$ cat config.mk
export PLATFORM = sky130hd
export DESIGN_NAME = relay_led_command_parser_top_flat
export DESIGN_NICKNAME = d
export VERILOG_FILES = /design/src/rtl/core/rlcp_pkg.sv /design/src/rtl/core/rlcp_req_if.sv /design/src/rtl/core/rlcp_rsp_if.sv /design/src/rtl/core/rlcp_csr_if.sv /design/src/rtl/core/rlcp_csr.sv /design/src/rtl/core/rlcp_parse.sv /design/src/rtl/core/relay_led_command_parser_top.sv /design/src/flat_wrapper.sv
export SDC_FILE = /design/constraint.sdc
export NUM_CORES = 1
export LEC_CHECK = 0
export BUFFER_PORTS_ARGS = -buffer_cell sky130_fd_sc_hd__buf_2
export CAP_MARGIN = 30
export CORE_ASPECT_RATIO = 1.5
export CORE_MARGIN = 1
export CORE_UTILIZATION = 50
export DETAILED_ROUTE_END_ITERATION = 6
export PLACE_DENSITY_LB_ADDON = 0.25
export SETUP_SLACK_MARGIN = 0.5
export SLEW_MARGIN = 20
export SYNTH_ARGS = -nofsm -noshare
export SYNTH_HDL_FRONTEND = slang
export SYNTH_SLANG_ARGS = --single-unit
$ cat constraint.sdc
create_clock -name clock -period 6.7 [get_ports clock]
set_clock_uncertainty 0.15 [all_clocks]
set_input_delay 0.67 -clock clock [delete_from_list [all_inputs] [get_ports clock]]
set_output_delay 0.67 -clock clock [all_outputs]
set_load 0.005 [all_outputs]
$ cat src/rtl/core/rlcp_pkg.sv
`default_nettype none

package rlcp_pkg;

   // field widths
   localparam int unsigned ChWidth     = 8;
   localparam int unsigned CountWidth  = 15;
   localparam int unsigned NumWidth    = 16;
   localparam int unsigned DigitsWidth = 4;
   localparam int unsigned StatusWidth = 4;
   localparam int unsigned CmdWidth    = 3;
   localparam int unsigned AddrWidth   = 3;
   localparam int unsigned DataWidth   = 16;

   typedef logic [ChWidth-1:0]     ch_type;
   typedef logic [CountWidth-1:0]  count_type;
   typedef logic [NumWidth-1:0]    num_type;
   typedef logic [DigitsWidth-1:0] digits_type;
   typedef logic [StatusWidth-1:0] status_type;
   typedef logic [CmdWidth-1:0]    cmd_type;
   typedef logic [AddrWidth-1:0]   csr_addr_type;
   typedef logic [DataWidth-1:0]   csr_data_type;
   typedef logic [1:0]             target_type;

   // register indexes
   localparam csr_addr_type CSR_RELAY_COUNT = 3'd0;
   localparam csr_addr_type CSR_LED_COUNT   = 3'd1;
   localparam csr_addr_type CSR_COLOR_COUNT = 3'd2;
   localparam csr_addr_type CSR_UNSET_VALUE = 3'd3;
   localparam csr_addr_type CSR_MAX_DIGITS  = 3'd4;

   // register reset values
   localparam count_type  RESET_RELAY_COUNT = 15'd8;
   localparam count_type  RESET_LED_COUNT   = 15'd8;
   localparam count_type  RESET_COLOR_COUNT = 15'd8;
   localparam num_type    RESET_UNSET_VALUE = 16'hFFFF;
   localparam digits_type RESET_MAX_DIGITS  = 4'd5;

   // status codes
   localparam status_type ST_PASS          = 4'd0;
   localparam status_type ST_NOT_LETTER    = 4'd1;
   localparam status_type ST_SECOND_CMD    = 4'd2;
   localparam status_type ST_BAD_NUMBER    = 4'd3;
   localparam status_type ST_UNKNOWN       = 4'd4;
   localparam status_type ST_NO_COMMAND    = 4'd5;
   localparam status_type ST_MISSING_INDEX = 4'd6;
   localparam status_type ST_INDEX_RANGE   = 4'd7;
   localparam status_type ST_VALUE_RANGE   = 4'd8;

   // command codes
   localparam cmd_type CMD_TEST         = 3'd0;
   localparam cmd_type CMD_TIME         = 3'd1;
   localparam cmd_type CMD_RELAY_SET    = 3'd2;
   localparam cmd_type CMD_RELAY_TOGGLE = 3'd3;
   localparam cmd_type CMD_LED          = 3'd4;
   localparam cmd_type CMD_NONE         = 3'd7;

   // number targets
   localparam target_type TGT_NUMBER = 2'd0;
   localparam target_type TGT_INDEX  = 2'd1;
   localparam target_type TGT_VALUE  = 2'd2;

   // characters
   localparam ch_type CH_NUL   = 8'h00;
   localparam ch_type CH_PLUS  = 8'h2B;
   localparam ch_type CH_MINUS = 8'h2D;
   localparam ch_type CH_ZERO  = 8'h30;
   localparam ch_type CH_NINE  = 8'h39;
   localparam ch_type CH_UP_A  = 8'h41;
   localparam ch_type CH_UP_L  = 8'h4C;
   localparam ch_type CH_UP_R  = 8'h52;
   localparam ch_type CH_UP_T  = 8'h54;
   localparam ch_type CH_UP_X  = 8'h58;
   localparam ch_type CH_UP_Z  = 8'h5A;
   localparam ch_type CH_LO_A  = 8'h61;
   localparam ch_type CH_LO_I  = 8'h69;
   localparam ch_type CH_LO_J  = 8'h6A;
   localparam ch_type CH_LO_Z  = 8'h7A;

   typedef enum logic [3:0] {
      PH_LETTER = 4'b0001,
      PH_SIGN   = 4'b0010,
      PH_DIGITS = 4'b0100,
      PH_SKIP   = 4'b1000
   } phase_type;

   typedef struct packed {
      count_type  relay_count;
      count_type  led_count;
      count_type  color_count;
      num_type    unset_value;
      digits_type max_digits;
   } cfg_type;

   typedef struct packed {
      status_type status;
      cmd_type    command;
      num_type    index;
      num_type    value;
      logic       value_given;
      num_type    number;
   } result_type;

endpackage

`default_nettype wire

$ cat src/rtl/core/rlcp_req_if.sv
`default_nettype none

interface rlcp_req_if;
   logic             valid;
   logic             ready;
   rlcp_pkg::ch_type ch;

   modport source (output valid, output ch, input ready);
   modport sink (input valid, input ch, output ready);
endinterface

`default_nettype wire

$ cat src/rtl/core/rlcp_rsp_if.sv
`default_nettype none

interface rlcp_rsp_if;
   logic                 valid;
   logic                 ready;
   rlcp_pkg::status_type status;
   rlcp_pkg::cmd_type    command;
   rlcp_pkg::num_type    index;
   rlcp_pkg::num_type    value;
   logic                 value_given;
   rlcp_pkg::num_type    number;

   modport source (output valid, output status, output command, output index,
                   output value, output value_given, output number, input ready);
   modport sink (input valid, input status, input command, input index,
                 input value, input value_given, input number, output ready);
endinterface

`default_nettype wire

$ cat src/rtl/core/rlcp_csr_if.sv
`default_nettype none

interface rlcp_csr_if;
   logic                   valid;
   logic                   ready;
   rlcp_pkg::csr_addr_type addr;
   rlcp_pkg::csr_data_type wdata;

   modport source (output valid, output addr, output wdata, input ready);
   modport sink (input valid, input addr, input wdata, output ready);
endinterface

`default_nettype wire

$ cat src/rtl/core/rlcp_csr.sv
`default_nettype none

module rlcp_csr (
   input  logic                   clock,
   input  logic                   reset,
   input  logic                   wr_en,
   input  rlcp_pkg::csr_addr_type wr_addr,
   input  rlcp_pkg::csr_data_type wr_data,
   output rlcp_pkg::cfg_type      cfg
);
   import rlcp_pkg::*;

   cfg_type cfg_ff;
   cfg_type cfg_in;

   always_comb begin
      cfg_in = cfg_ff;
      if (wr_en) begin
         unique case (wr_addr)
            CSR_RELAY_COUNT: cfg_in.relay_count = wr_data[CountWidth-1:0];
            CSR_LED_COUNT:   cfg_in.led_count   = wr_data[CountWidth-1:0];
            CSR_COLOR_COUNT: cfg_in.color_count = wr_data[CountWidth-1:0];
            CSR_UNSET_VALUE: cfg_in.unset_value = wr_data[NumWidth-1:0];
            CSR_MAX_DIGITS:  cfg_in.max_digits  = wr_data[DigitsWidth-1:0];
            default:         cfg_in = cfg_ff;
         endcase
      end
   end

   always_ff @(posedge clock) begin
      if (reset) begin
         cfg_ff.relay_count <= RESET_RELAY_COUNT;
         cfg_ff.led_count   <= RESET_LED_COUNT;
         cfg_ff.color_count <= RESET_COLOR_COUNT;
         cfg_ff.unset_value <= RESET_UNSET_VALUE;
         cfg_ff.max_digits  <= RESET_MAX_DIGITS;
      end else begin
         cfg_ff <= cfg_in;
      end
   end

   assign cfg = cfg_ff;

endmodule

`default_nettype wire

$ cat src/rtl/core/rlcp_parse.sv
`default_nettype none

module rlcp_parse (
   input  logic                 clock,
   input  logic                 reset,
   input  logic                 step_en,
   input  rlcp_pkg::ch_type     ch,
   input  rlcp_pkg::cfg_type    cfg,
   output logic                 emit,
   output rlcp_pkg::result_type result
);
   import rlcp_pkg::*;

   phase_type  phase_ff, phase_in;
   target_type target_ff, target_in;
   num_type    acc_ff, acc_in;
   digits_type dcnt_ff, dcnt_in;
   logic       neg_ff, neg_in;
   cmd_type    cmd_ff, cmd_in;
   num_type    idx_ff, idx_in;
   num_type    val_ff, val_in;
   num_type    last_ff, last_in;
   status_type err_ff, err_in;

   logic       is_digit;
   logic       is_letter;
   logic       is_arg;
   logic [3:0] digit;
   num_type    signed_num;
   status_type status;

   always_comb begin
      phase_in   = phase_ff;
      target_in  = target_ff;
      acc_in     = acc_ff;
      dcnt_in    = dcnt_ff;
      neg_in     = neg_ff;
      cmd_in     = cmd_ff;
      idx_in     = idx_ff;
      val_in     = val_ff;
      last_in    = last_ff;
      err_in     = err_ff;
      emit       = 1'b0;
      result     = '0;
      status     = ST_PASS;
      is_digit   = (ch >= CH_ZERO) && (ch <= CH_NINE);
      is_arg     = (ch >= CH_LO_A) && (ch < CH_LO_Z);
      is_letter  = !((ch < CH_UP_A) || (ch > CH_LO_Z) || ((ch > CH_UP_Z) && (ch < CH_LO_A)));
      digit      = (dcnt_ff < cfg.max_digits) ? ch[3:0] : 4'd0;
      signed_num = neg_ff ? 16'(16'd0 - acc_ff) : acc_ff;

      // number stage: a digit or first sign is consumed, else the number ends or fails
      if ((phase_ff == PH_SIGN) || (phase_ff == PH_DIGITS)) begin
         if (is_digit) begin
            acc_in    = 16'({acc_ff[12:0], 3'b000} + {acc_ff[14:0], 1'b0}
                           + {12'd0, digit});
            dcnt_in   = (dcnt_ff == 4'd15) ? dcnt_ff : 4'(dcnt_ff + 4'd1);
            phase_in  = PH_DIGITS;
         end else if ((phase_ff == PH_SIGN) && ((ch == CH_MINUS) || (ch == CH_PLUS))) begin
            neg_in    = (ch == CH_MINUS);
            phase_in  = PH_DIGITS;
         end else if (dcnt_ff == 4'd0) begin
            err_in    = ST_BAD_NUMBER;
            phase_in  = PH_SKIP;
         end else begin
            last_in   = signed_num;
            if (target_ff == TGT_INDEX) begin
               idx_in = signed_num;
            end else if (target_ff == TGT_VALUE) begin
               val_in = signed_num;
            end else begin
               cmd_in = CMD_TEST;
            end
            phase_in  = PH_LETTER;
         end
      end

      if (!(((phase_ff == PH_SIGN) || (phase_ff == PH_DIGITS))
            && (is_digit || ((phase_ff == PH_SIGN) && ((ch == CH_MINUS) || (ch == CH_PLUS))))))
      begin
         if (ch == CH_NUL) begin
            // line end: check the arguments
            if (err_in != ST_PASS) begin
               status = err_in;
            end else begin
               case (cmd_in)
                  CMD_TEST, CMD_TIME: status = ST_PASS;
                  CMD_RELAY_SET, CMD_RELAY_TOGGLE: begin
                     if (idx_in == cfg.unset_value) begin
                        status = ST_MISSING_INDEX;
                     end else if ($signed(idx_in) >= $signed({1'b0, cfg.relay_count})) begin
                        status = ST_INDEX_RANGE;
                     end else if ((cmd_in == CMD_RELAY_SET) && ($signed(val_in) > 16'sd1)
                                  && (val_in != cfg.unset_value)) begin
                        status = ST_VALUE_RANGE;
                     end else begin
                        status = ST_PASS;
                     end
                  end
                  CMD_LED: begin
                     if (idx_in == cfg.unset_value) begin
                        status = ST_MISSING_INDEX;
                     end else if ($signed(idx_in) >= $signed({1'b0, cfg.led_count})) begin
                        status = ST_INDEX_RANGE;
                     end else if ((val_in == cfg.unset_value)
                                  || ($signed(val_in) >= $signed({1'b0, cfg.color_count}))) begin
                        status = ST_VALUE_RANGE;
                     end else begin
                        status = ST_PASS;
                     end
                  end
                  default: status = ST_NO_COMMAND;
               endcase
            end
            emit               = 1'b1;
            result.status      = status;
            result.command     = (cmd_in == CMD_NONE) ? CMD_TEST : cmd_in;
            result.index       = idx_in;
            result.value       = val_in;
            result.value_given = (val_in != cfg.unset_value);
            result.number      = last_in;
            // fresh line
            phase_in  = PH_LETTER;
            target_in = TGT_NUMBER;
            acc_in    = '0;
            dcnt_in   = '0;
            neg_in    = 1'b0;
            cmd_in    = CMD_NONE;
            idx_in    = cfg.unset_value;
            val_in    = cfg.unset_value;
            last_in   = '0;
            err_in    = ST_PASS;
         end else if (phase_in == PH_LETTER) begin
            if (!is_letter) begin
               err_in   = ST_NOT_LETTER;
               phase_in = PH_SKIP;
            end else if (!is_arg && (cmd_in != CMD_NONE)) begin
               err_in   = ST_SECOND_CMD;
               phase_in = PH_SKIP;
            end else begin
               case (ch)
                  CH_UP_A, CH_LO_I, CH_LO_J: begin
                     target_in = (ch == CH_LO_I) ? TGT_INDEX :
                                 (ch == CH_LO_J) ? TGT_VALUE : TGT_NUMBER;
                     acc_in    = '0;
                     dcnt_in   = '0;
                     neg_in    = 1'b0;
                     phase_in  = PH_SIGN;
                  end
                  CH_UP_T: cmd_in = CMD_TIME;
                  CH_UP_R: cmd_in = CMD_RELAY_SET;
                  CH_UP_X: cmd_in = CMD_RELAY_TOGGLE;
                  CH_UP_L: cmd_in = CMD_LED;
                  default: begin
                     err_in   = ST_UNKNOWN;
                     phase_in = PH_SKIP;
                  end
               endcase
            end
         end
      end
   end

   always_ff @(posedge clock) begin
      if (reset) begin
         phase_ff  <= PH_LETTER;
         target_ff <= TGT_NUMBER;
         acc_ff    <= '0;
         dcnt_ff   <= '0;
         neg_ff    <= 1'b0;
         cmd_ff    <= CMD_NONE;
         idx_ff    <= RESET_UNSET_VALUE;
         val_ff    <= RESET_UNSET_VALUE;
         last_ff   <= '0;
         err_ff    <= ST_PASS;
      end else if (step_en) begin
         phase_ff  <= phase_in;
         target_ff <= target_in;
         acc_ff    <= acc_in;
         dcnt_ff   <= dcnt_in;
         neg_ff    <= neg_in;
         cmd_ff    <= cmd_in;
         idx_ff    <= idx_in;
         val_ff    <= val_in;
         last_ff   <= last_in;
         err_ff    <= err_in;
      end
   end

endmodule

`default_nettype wire

$ cat src/rtl/core/relay_led_command_parser_top.sv
// a line-end word sits in the input register; the parser step on it loads the result register
// throughput: one character word per cycle, sustained, while the result side keeps up
// while a result waits to be taken the parser holds and the input register takes one more word
// reset: synchronous, active high; clears the line state and loads register defaults
// no clearing pass is needed, the block takes words as soon as reset is released
`default_nettype none

module relay_led_command_parser_top (
   input logic        clock,
   input logic        reset,
   rlcp_req_if.sink   req_port,
   rlcp_rsp_if.source rsp_port,
   rlcp_csr_if.sink   csr_port
);
   import rlcp_pkg::*;

   // input register
   logic       in_valid_ff;
   ch_type     in_ch_ff;

   // result register
   logic       rsp_valid_ff;
   logic       rsp_valid_in;
   result_type rsp_data_ff;

   logic       step_go;
   logic       emit;
   result_type result;
   cfg_type    cfg;

   // the parser steps whenever a word is held and the result slot can take a result
   assign step_go = in_valid_ff && (!rsp_valid_ff || rsp_port.ready);

   // input stage frees up in the same cycle it hands its word on
   assign req_port.ready = !in_valid_ff || step_go;

   // register writes are always taken
   assign csr_port.ready = 1'b1;

   rlcp_csr u_csr (
      .clock   (clock),
      .reset   (reset),
      .wr_en   (csr_port.valid),
      .wr_addr (csr_port.addr),
      .wr_data (csr_port.wdata),
      .cfg     (cfg)
   );

   rlcp_parse u_parse (
      .clock   (clock),
      .reset   (reset),
      .step_en (step_go),
      .ch      (in_ch_ff),
      .cfg     (cfg),
      .emit    (emit),
      .result  (result)
   );

   always_ff @(posedge clock) begin
      if (reset) begin
         in_valid_ff <= 1'b0;
      end else if (req_port.ready) begin
         in_valid_ff <= req_port.valid;
      end
   end

   // payload needs no reset
   always_ff @(posedge clock) begin
      if (req_port.valid && req_port.ready) begin
         in_ch_ff <= req_port.ch;
      end
   end

   // result slot: filled at line end, emptied when taken
   always_comb begin
      rsp_valid_in = rsp_valid_ff && !rsp_port.ready;
      if (step_go && emit) begin
         rsp_valid_in = 1'b1;
      end
   end

   always_ff @(posedge clock) begin
      if (reset) begin
         rsp_valid_ff <= 1'b0;
      end else begin
         rsp_valid_ff <= rsp_valid_in;
      end
   end

   always_ff @(posedge clock) begin
      if (step_go && emit) begin
         rsp_data_ff <= result;
      end
   end

   assign rsp_port.valid       = rsp_valid_ff;
   assign rsp_port.status      = rsp_data_ff.status;
   assign rsp_port.command     = rsp_data_ff.command;
   assign rsp_port.index       = rsp_data_ff.index;
   assign rsp_port.value       = rsp_data_ff.value;
   assign rsp_port.value_given = rsp_data_ff.value_given;
   assign rsp_port.number      = rsp_data_ff.number;

`ifndef SYNTHESIS
   // a result only appears after the parser stepped on a line end
   assert property (@(posedge clock) disable iff (reset)
      $rose(rsp_valid_ff) |-> $past(step_go && emit))
      else $error("result appeared without a line end");

   // a held word that cannot step stays put
   assert property (@(posedge clock) disable iff (reset)
      (in_valid_ff && !step_go) |=> (in_valid_ff && $stable(in_ch_ff)))
      else $error("stalled input word lost");

   // status code stays within the defined set
   assert property (@(posedge clock) disable iff (reset)
      rsp_valid_ff |-> (rsp_data_ff.status <= ST_VALUE_RANGE))
      else $error("status code out of range");

   // a passing line always carries a real command
   assert property (@(posedge clock) disable iff (reset)
      (rsp_valid_ff && (rsp_data_ff.status == ST_PASS)) |-> (rsp_data_ff.command <= CMD_LED))
      else $error("passing line with bad command code");
`endif

endmodule

`default_nettype wire

$ cat src/flat_wrapper.sv
// flat-port wrapper written by rule: the top's interface ports become plain ports
module relay_led_command_parser_top_flat import rlcp_pkg::*;
  (clock, reset, req_port_valid, req_port_ch, req_port_ready, rsp_port_valid, rsp_port_status, rsp_port_command, rsp_port_index, rsp_port_value, rsp_port_value_given, rsp_port_number, rsp_port_ready, csr_port_valid, csr_port_addr, csr_port_wdata, csr_port_ready);
  rlcp_req_if req_port_i ();
  rlcp_rsp_if rsp_port_i ();
  rlcp_csr_if csr_port_i ();
  input logic clock;
  input logic reset;
  input wire logic [$bits(req_port_i.valid)-1:0] req_port_valid;
  input wire logic [$bits(req_port_i.ch)-1:0] req_port_ch;
  output wire logic [$bits(req_port_i.ready)-1:0] req_port_ready;
  output wire logic [$bits(rsp_port_i.valid)-1:0] rsp_port_valid;
  output wire logic [$bits(rsp_port_i.status)-1:0] rsp_port_status;
  output wire logic [$bits(rsp_port_i.command)-1:0] rsp_port_command;
  output wire logic [$bits(rsp_port_i.index)-1:0] rsp_port_index;
  output wire logic [$bits(rsp_port_i.value)-1:0] rsp_port_value;
  output wire logic [$bits(rsp_port_i.value_given)-1:0] rsp_port_value_given;
  output wire logic [$bits(rsp_port_i.number)-1:0] rsp_port_number;
  input wire logic [$bits(rsp_port_i.ready)-1:0] rsp_port_ready;
  input wire logic [$bits(csr_port_i.valid)-1:0] csr_port_valid;
  input wire logic [$bits(csr_port_i.addr)-1:0] csr_port_addr;
  input wire logic [$bits(csr_port_i.wdata)-1:0] csr_port_wdata;
  output wire logic [$bits(csr_port_i.ready)-1:0] csr_port_ready;
  assign req_port_i.valid = req_port_valid;
  assign req_port_i.ch = req_port_ch;
  assign req_port_ready = req_port_i.ready;
  assign rsp_port_valid = rsp_port_i.valid;
  assign rsp_port_status = rsp_port_i.status;
  assign rsp_port_command = rsp_port_i.command;
  assign rsp_port_index = rsp_port_i.index;
  assign rsp_port_value = rsp_port_i.value;
  assign rsp_port_value_given = rsp_port_i.value_given;
  assign rsp_port_number = rsp_port_i.number;
  assign rsp_port_i.ready = rsp_port_ready;
  assign csr_port_i.valid = csr_port_valid;
  assign csr_port_i.addr = csr_port_addr;
  assign csr_port_i.wdata = csr_port_wdata;
  assign csr_port_ready = csr_port_i.ready;
  relay_led_command_parser_top u_core (.clock(clock), .reset(reset), .req_port(req_port_i), .rsp_port(rsp_port_i), .csr_port(csr_port_i));
endmodule
Yosys cells after proc, flatten, opt, wreduce, memory -nomap -nowiden
Index checks and enable logic that the tools add are counted.
Word-level totals
  memories kept: 0
  ROM bits: 0
  latch bits: 0
  input port bits: 32
  RAM bits: 0
  output and inout port bits: 59
  register bits after elaboration: 213
Cells by class
  $mul: 0
  div/mod/pow operators: 0
  equality and inequality tests: 30
  shift-type cells: 0
  add/subtract/negate cells: 4
  mux-type cells: 99
  $lt $le $gt $ge: 13
  reduce and logical (&&, ||, !) cells: 44
  bitwise gates (word level): 2
Operators by type and width (number)
  16-bit 2-to-1 mux: 30
  4-bit 2-to-1 mux: 36
  8-bit by 7-bit == test with 1-bit output, second input constant: 7
  16-bit greater-or-equal comparator: 3
  3-bit 2-to-1 mux: 11
  16-bit == test: 2
  8-bit by 7-bit less-than comparator with 1-bit output, second input constant: 3
  16-bit adder: 1
  16-bit by 4-bit adder with 16-bit output: 1
  8-bit by 6-bit == test with 1-bit output, second input constant: 2
  16-bit by 2-bit > comparator with 1-bit output, second input constant: 1
  8-bit by 7-bit > comparator with 1-bit output, second input constant: 2
  16-bit inequality test: 1
  1-bit by 16-bit subtractor with 16-bit output, first input constant: 1
  2-bit 2-to-1 mux: 7
  3-bit by 2-bit == test with 1-bit output, second input constant: 4
  1-bit logical AND: 12
  1-bit 2-to-1 mux: 12
  3-bit case mux with 4 select lines: 1
  4-bit case mux with 3 select lines: 1
  2-bit AND reduction: 5
  3-bit == test, second input constant: 3
  8-bit by 6-bit greater-or-equal comparator with 1-bit output, second input constant: 1
  8-bit by 7-bit greater-or-equal comparator with 1-bit output, second input constant: 1
  26 further kinds: 44

Depth between registers and ports, before layout
Gate-level depths: netlist of run 1.
  depth after elaboration: 16
  gate-level depth with buffers: 21
  gate-level depth less buffers: 21

By module
Synthesis of run 1 repeated with hierarchy kept, for this count alone.
Second synthesis, totals
  cells, all modules: 1426
  area, all modules: 12650.9 um^2
By module, submodules not included
  rlcp_parse: cells an instance 1098, sequential area each 1641.6 um^2, instances 1, area an instance 7986.4 um^2
  rlcp_csr: cells an instance 251, sequential area each 1301.2 um^2, instances 1, area an instance 2625.0 um^2
  relay_led_command_parser_top: cells an instance 77, sequential area each 1961.9 um^2, instances 1, area an instance 2039.5 um^2

Worst setup path after synthesis of run 1
No wires, ideal clock.
  kind: register to register
  start point: register u_core.in_ch_ff[4]
  end point: register u_core.rsp_data_ff (netlist bit u_core.rsp_port.status[3]) (data pin)
  cell stages (with the launch flop): 19
  slack: 2.122 ns
  arrival time: 4.286 ns
  required time: 6.408 ns
  path through: edfxtp_1 -> buf_6 -> nor4bb_1 -> nand4_1 -> nand4_1 -> clkbuf_1 -> clkbuf_1 -> mux2i_1 -> ha_1 -> nand2b_1 -> a21o_1 -> a21o_1 -> a211oi_1 -> o21ai_0 -> a21oi_1 -> nor3_1 -> or4_1 -> a21o_1 -> a21oi_2
Between the ends
  longest elaborated chain between the ends: 14
Ends and longest elaborated chain
  start, declared: line relay_led_command_parser_top.sv:19  | ch_type in_ch_ff;
  start signal, assigned: line relay_led_command_parser_top.sv:70  | in_ch_ff <= req_port.ch;
  parallel branches: the longest is 14 deep, another holds 16-bit by 2-bit > comparator with 1-bit output
  end signal, assigned: line relay_led_command_parser_top.sv:92  | rsp_data_ff <= result;
  end, declared: line relay_led_command_parser_top.sv:24  | result_type rsp_data_ff;
Several ways; the timed one is not identified.
A chain may end at the register's enable or synchronous reset.

Worst setup path after layout of run 1
  start point: register u_core.in_ch_ff[3]
  end point: register u_core.rsp_data_ff (netlist bit u_core.rsp_port.status[2]) (data pin)
Between the ends
  longest elaborated chain between the ends: 11
Ends and longest elaborated chain
  parallel branches: the longest is 11 deep, another holds 16-bit greater-or-equal comparator
Several ways; the timed one is not identified.

==> results.md, run 1 <==
* Die area at about 25000 µm²
* Worst hold margin at around 0.19 ns
* Max-cap violations at 0
* Critical path buffers and inverters at 1
* Largest net degree at the start of global routing at just over 80
* Vias at around 11000
* Synthesis-to-finish area growth at 12.17%
* Router iterations before antenna repair at 5
* DRC viols at 0
* Final Hold Fails at 0
* Fillers at ~2200
* Die Y at slightly below 200 µm
* Async SR Flop Fraction at 0%
* Worst skew pair latency at between 0.5 and 0.6 ns
* Port Buffer Count at 89
* Post-CTS Resized at 0
* Slew HR at a little over a third
* Min-Delay Path Class: in -> reg
* Final ANT Viol Nets at 0
* DR WL/cell at about 21 µm
* Starting Density at between 50 and 60%
* Vias in the first global route at approximately 10000
* Sw Share at between 20% and 30%
* FF/Latch Area at around 4900 µm²
* Layout cell share with drive strength beyond 1 at 11.97%
* Setup bufs post-CTS at 0
* Final period util at 79.20%
* Post-synth top flop: dfxtp_1
* Max incr delay on CP at around 0.66 ns
* Switching power at between 0.6 and 0.7 mW
* Slowest cell on crit path: o21ai_0
* # IOs at 91
* CTS tree: yes
* Clock H-tree levels at 1
* Setup Crit Path Kind: reg -> reg
* DP Area at roughly 13000 µm²
* FMAX at 0.1885 GHz
* Final wirelength at 37270 µm
* Crit path DAT at 5.38 ns
* Share of the yosys chip area belonging to registers at 40.14%
* Design area at about 14000 µm²
* Internal at 2.276 mW
* Worst-path clk slew at 0.06 ns
* Ys Warns at 0
* Core area at approximately 24000 µm²
* Status: complete, no violations
* Placed wire-length estimate at 27510 µm
* Unrepaired setup endpoints after global routing: false
* Largest area contributor in the synthesized netlist: dfxtp_1
* Post-Synthesis Cell Area at 12220 µm²
* Measured slew at the worst slew-check pin at about 0.97 ns
* GRT overflow at 0
* Site row count at 69
* Fin util at between 50% and 60%
* FF+latch count, synth at roughly 210
* CP startpoint kind: flip-flop
* Sequential power share at between 40% and 50%
* Die X at 129.6 µm
* Cells after Synth at ~1400
* Final min period at 5.306 ns
* Iter 0 DRT Violations at about 1000
* RD Place Congestion at between 1 and 1.5
* First-pass GRT wire length at approximately 58000 µm
* Crit-path max FO at 26
* Pwr Density at 216.3 nW/µm²
* Clock tree root buffer cell: clkbuf_16
* Count of pins over their slew limit at 0
* Crit-path cells: o21ai_1, a2111oi_4, nand4_1, buf_4, o21ai_0, ha_1, a21o_1, a21o_1, a21oi_1, o31a_1, o21ai_0, a31oi_1, nor4_1, o21a_1, o311ai_1, a21oi_1
* Pleak at 5.530 nW
* Most frequent cell after synthesis: nand2_1
* Synth cell types at 90
* Required @ worst endpoint at around 6.8 ns
* CP top delay family: compound AO/OA/AOI/OAI gates
* Hold buffers post-CTS at 0
* Clk pwr share at 47.1%
* Syn Nets at roughly 1500
* GRT Overall Usage at 30.00%
* Initial antenna violation count at 0
* EDFF count, synth at between 60 and 70
* Setup_tns at 0 ns
* Number of setup violations in the final report at 0
* Logic pwr share at 6.6%
* Post-route setup slack at 1.394 ns
* CTS sink cnt at roughly 210
* Worst-case clock buffer depth at 3
* CTS Buf Count at 22
* Multi-input combinational cell area at ~6700 µm²
* VDD IR-drop max at around 0.2 mV
* Worst slack at placement at approximately 1.5 ns
* Vias per cell at slightly below 6
* Top cells by area, synth: dfxtp_1 24%, edfxtp_1 16%, ha_1 7.9%, nand2_1 6.8%, a21oi_1 4.5%
* Final nets at 1583
* Avg Cell Area, Syn at between 8 and 9 µm²
* Ant. Diodes at 0
* Most instantiated cells after synthesis: 222 x nand2_1, 149 x dfxtp_1, 123 x nor2_1
* Post-synth top area share at 24.41%
* CP endpoint kind: flip-flop
-- power by group through the flow --
stage	logic, mW	clock network [mW]	registers, mW
after global routing	0.214	1.46	1.38
after global placement	0.188	0	1.40
final	0.195	1.40	1.37
after CTS	0.193	1.41	1.37
after floorplan	0.140	0	1.38
after detailed placement	0.191	0	1.40
-- path summary, 6_finish.rpt --
path / depth (start not counted) / slack (ns) / to / startpoint
worst max-delay path: 16 / 1.39 / u_core.rsp_port.status[2] / u_core.in_ch_ff[3]
worst min-delay path: 1 / 0.19 / u_core.in_ch_ff[7] / req_port_ch[7]
worst max register to register: 16 / 1.39 / u_core.rsp_port.status[2] / u_core.in_ch_ff[3]
worst min register to register: 2 / 0.31 / u_core.u_csr.cfg[27] / u_core.u_csr.cfg[27]
-- cell type report --
cell class / instances / area share [%]
clock inverter: 13 / 1.653
clock buffer: 26 / 4.282
multi-input combinational: 1043 / 48.66
tap: 319 / 2.912
sequential: 213 / 35.79
timing repair buffer: 110 / 4.455
inverter: 82 / 2.246
-- metal layers --
layer	track usage [%]	up-vias	wire length, µm
li1	-	5124	-
met1	34.04	5127	13850
met2	51.89	393	18700
met3	3.567	133	1894
met4	20.07	0	2823
met5	0	-	0
-- cell usage in the layout, fill, tap and decap left out, types with 14 or more instances in the layout --
master and n:
nand4_1 14, ha_1 77, dfxtp_1 149, a21o_1 15
nand2_1 222, nand3_1 29, edfxtp_1 64, nor3_1 18
o21ai_0 73, xnor2_1 39, o211ai_1 22, a211oi_1 28
buf_2 89, a21oi_1 110, nor2_1 122, clkbuf_16 23
buf_4 20, inv_1 81, mux2i_1 16, and2_1 31
-- per-stage QoR --
stage | std cells | total power [mW]
CTS | 1806 | 2.972
global placement | 1764 | 1.588
floorplan | 1424 | 1.524
global route | 1806 | 3.047
detailed placement | 1767 | 1.592
finish | 1806 | 2.964
-- cell families (layout without fill, tap and decap cells) --
| group | count (synthesis) | count (layout) | share of synthesized area [%] |
|---|---|---|---|
| AOI/OAI and AO/OA | 360 | 360 | 19.53 |
| xor gates and xnor gates | 58 | 58 | 4.803 |
| adders and majority gates | 79 | 79 | 8.213 |
| buffers and inverters | 168 | 231 | 5.387 |
| DFF | 213 | 213 | 40.14 |
| muxes | 18 | 18 | 1.495 |
| other | 1 | 1 | 0.03069 |
| and+or+nand+nor | 527 | 527 | 20.40 |
-- sequential cells by signal (all words and copies together) (netlist names), 3 cells and up --
signal	flops
u_core.rsp_port.command	3
u_core.in_ch_ff	8
u_core.u_parse.acc_ff	16
u_core.u_parse.err_ff	4
u_core.rsp_port.number	16
u_core.u_parse.val_ff	16
u_core.rsp_port.value	16
u_core.rsp_port.index	16
u_core.u_csr.cfg	65
u_core.rsp_port.status	4
u_core.u_parse.idx_ff	16
u_core.u_parse.last_ff	16
u_core.u_parse.cmd_ff	3
u_core.u_parse.phase_ff	4
u_core.u_parse.dcnt_ff	4
(Power assumes the default switching activity.)
==> run 2: changes to the inputs <==
==> constraint.sdc (replaced) <==
create_clock -name clock -period 5.1 [get_ports clock]
set_clock_uncertainty 0.15 [all_clocks]
set_input_delay 0.51 -clock clock [delete_from_list [all_inputs] [get_ports clock]]
set_output_delay 0.51 -clock clock [all_outputs]
set_load 0.005 [all_outputs]
==> results.md, run 2 (same netlist as run 1, synthesis figures left out) <==
* Iter 0 DRT Violations at between 900 and 1000
* Vias in the first global route at 10173
* RD Place Congestion at just under 1
* Die area at roughly 25000 µm²
* VDD IR-drop max at between 0.2 and 0.3 mV
* CP top delay family: compound AO/OA/AOI/OAI gates
* Critical path buffers and inverters at 2
* Crit-path max FO at 9
* GRT overflow at 0
* Crit path DAT at roughly 4.6 ns
* DR WL/cell at 20.36 µm
* Clock H-tree levels at 1
* R2R Path End: u_core.rsp_port.status[3]
* Max-cap violations at 0
* FMAX at roughly 0.22 GHz
* Status: complete, no violations
* Min-Delay Path Class: in -> reg
* Clk pwr share at 44.9%
* Internal at between 2 and 3 mW
* Post-route setup slack at around 0.62 ns
* Ant. Diodes at 0
* Hold path endpoint: u_core.in_ch_ff[7]
* Starting Density at between 50% and 60%
* Design area at ~14000 µm²
* Final ANT Viol Nets at 0
* Number of setup violations in the final report at 0
* Core area at 23830 µm²
* Site row count at 69
* First-pass GRT wire length at about 57000 µm
* Most used cell, CP: ha_1
* Slowest cell on crit path: or4b_4
* Most common cell after layout, fill and taps aside: nand2_1
* Hold depth at 1
* CTS sink cnt at 213
* CTS tree: yes
* Final Non-Filler Cells at 1846
* GRT Overall Usage at roughly 30%
* Initial antenna violation count at 0
* Vias at between 10000 and 15000
* Worst R2R Path Depth at 17
* Post-placement cell count at roughly 1800
* Worst-case clock buffer depth at 3
* Layout cell share with drive strength beyond 1 at roughly 16%
* Slew HR at between 30% and 40%
* Setup Crit Path Kind: reg -> reg
* Count of pins over their slew limit at 0
* Max incr delay on CP at 0.52 ns
* Required @ worst endpoint at between 5 and 6 ns
* Die Y at just under 200 µm
* Placed wire-length estimate at between 20000 and 30000 µm
* Worst-path clk slew at 0.06 ns
* Final period util at 87.82%
* Pleak at roughly 5.7 nW
* Pwr Density at between 200 and 300 nW/µm²
* Worst Min Path Start: req_port_ch[7]
* Sw Share at between 20% and 30%
* Unrepaired setup endpoints after global routing: true
* CP startpoint kind: flip-flop
* Die X at roughly 130 µm
* Port Buffer Count at 89
* # IOs at 91
* R2r startpoint: u_core.u_parse.acc_ff[1]
* Final wirelength at between 30000 and 40000 µm
* Vias per cell at between 5 and 6
* Setup_tns at 0 ns
* Synthesis-to-finish area growth at 15.21%
* Register-to-Register Setup Slack at around 0.62 ns
* Worst slack at placement at 0.03681 ns
* Worst hold margin at approximately 0.031 ns
* Most frequent cells in the layout: 222 x nand2_1, 149 x dfxtp_1, 122 x nor2_1
* Sequential power share at between 40% and 50%
* DRC viols at 0
* Logic pwr share at between 7 and 8%
* Crit-path cells: inv_1, ha_1, or4b_4, or4_4, and3_1, buf_4, o21ai_2, ha_1, nand4_1, nor2_1, a2111oi_1, o41ai_1, o2111ai_1, a21boi_0, o211ai_1, a21o_1, a21oi_2
* CP endpoint kind: flip-flop
* Worst skew pair latency at around 0.52 ns
* Final min period at ~4.5 ns
* Router iterations before antenna repair at 6
* Largest net degree at the start of global routing at 84
* Switching power at ~0.9 mW
* Final nets at between 1500 and 2000
* Final Hold Fails at 0
* Cell depth of the worst setup path at 17
* DP Area at 13130 µm²
* Measured slew at the worst slew-check pin at 0.9881 ns
* Clock tree root buffer cell: clkbuf_16
* CTS Buf Count at 22
* Max FFs per register at between 60 and 70
[run 2: timing repair]
action | 4_1_cts | 5_1_grt
cloned | 0 | 0
buffers inserted | 0 | 7
endpoints found under the setup margin | 6 | 7
hold buffers | 0 | 0
pin swaps | 0 | 6
gates resized for setup | 9 | 26
[run 2: worst max-delay path by stage]
stage | start | to | slack, ns
4_1_cts | u_core.u_parse.acc_ff[1] | u_core.rsp_port.status[3] | 0.49
5_1_grt | u_core.in_ch_ff[6] | u_core.rsp_port.status[2] | 0.46
3_3_place_gp | u_core.u_parse.acc_ff[1] | u_core.rsp_port.status[3] | 0.08
6_report | u_core.u_parse.acc_ff[1] | u_core.rsp_port.status[3] | 0.62
2_1_floorplan | u_core.in_ch_ff[4] | u_core.rsp_port.status[3] | 0.52
3_5_place_dp | u_core.u_parse.acc_ff[1] | u_core.rsp_port.status[3] | 0.04
[run 2: power groups by stage]
stage	Combinational, mW	Clock, mW	Sequential [mW]
finish	0.271	1.69	1.80
detailed placement	0.263	0	1.83
global placement	0.260	0	1.83
global route	0.299	1.77	1.80
CTS	0.265	1.70	1.80
floorplan	0.184	0	1.82
[run 2: through the flow]
stage | util (%) | power, mW
CTS | 58.42 | 3.757
global placement | 55.00 | 2.092
finish | 59.07 | 3.753
floorplan | - | 2.002
global route | 59.07 | 3.867
detailed placement | 55.12 | 2.096
[run 2: area by class of cell]
cell class,instances,area (µm²)
tap,319,399.1
fill,2207,9752
clock buffer,31,645.6
multi-input combinational,1043,6795
timing repair buffer,149,915.9
clock inverter,9,107.6
sequential,213,4905
inverter,82,307.8
[run 2: metal layers]
| metal | vias up | part of all wire (%) | GRT usage [%] |
|---|---|---|---|
| li1 | 5196 | - | - |
| met4 | 0 | 8.0 | 19.81 |
| met2 | 446 | 49 | 50.76 |
| met1 | 5154 | 38 | 34.70 |
| met5 | - | 0 | 0 |
| met3 | 145 | 5.4 | 3.485 |
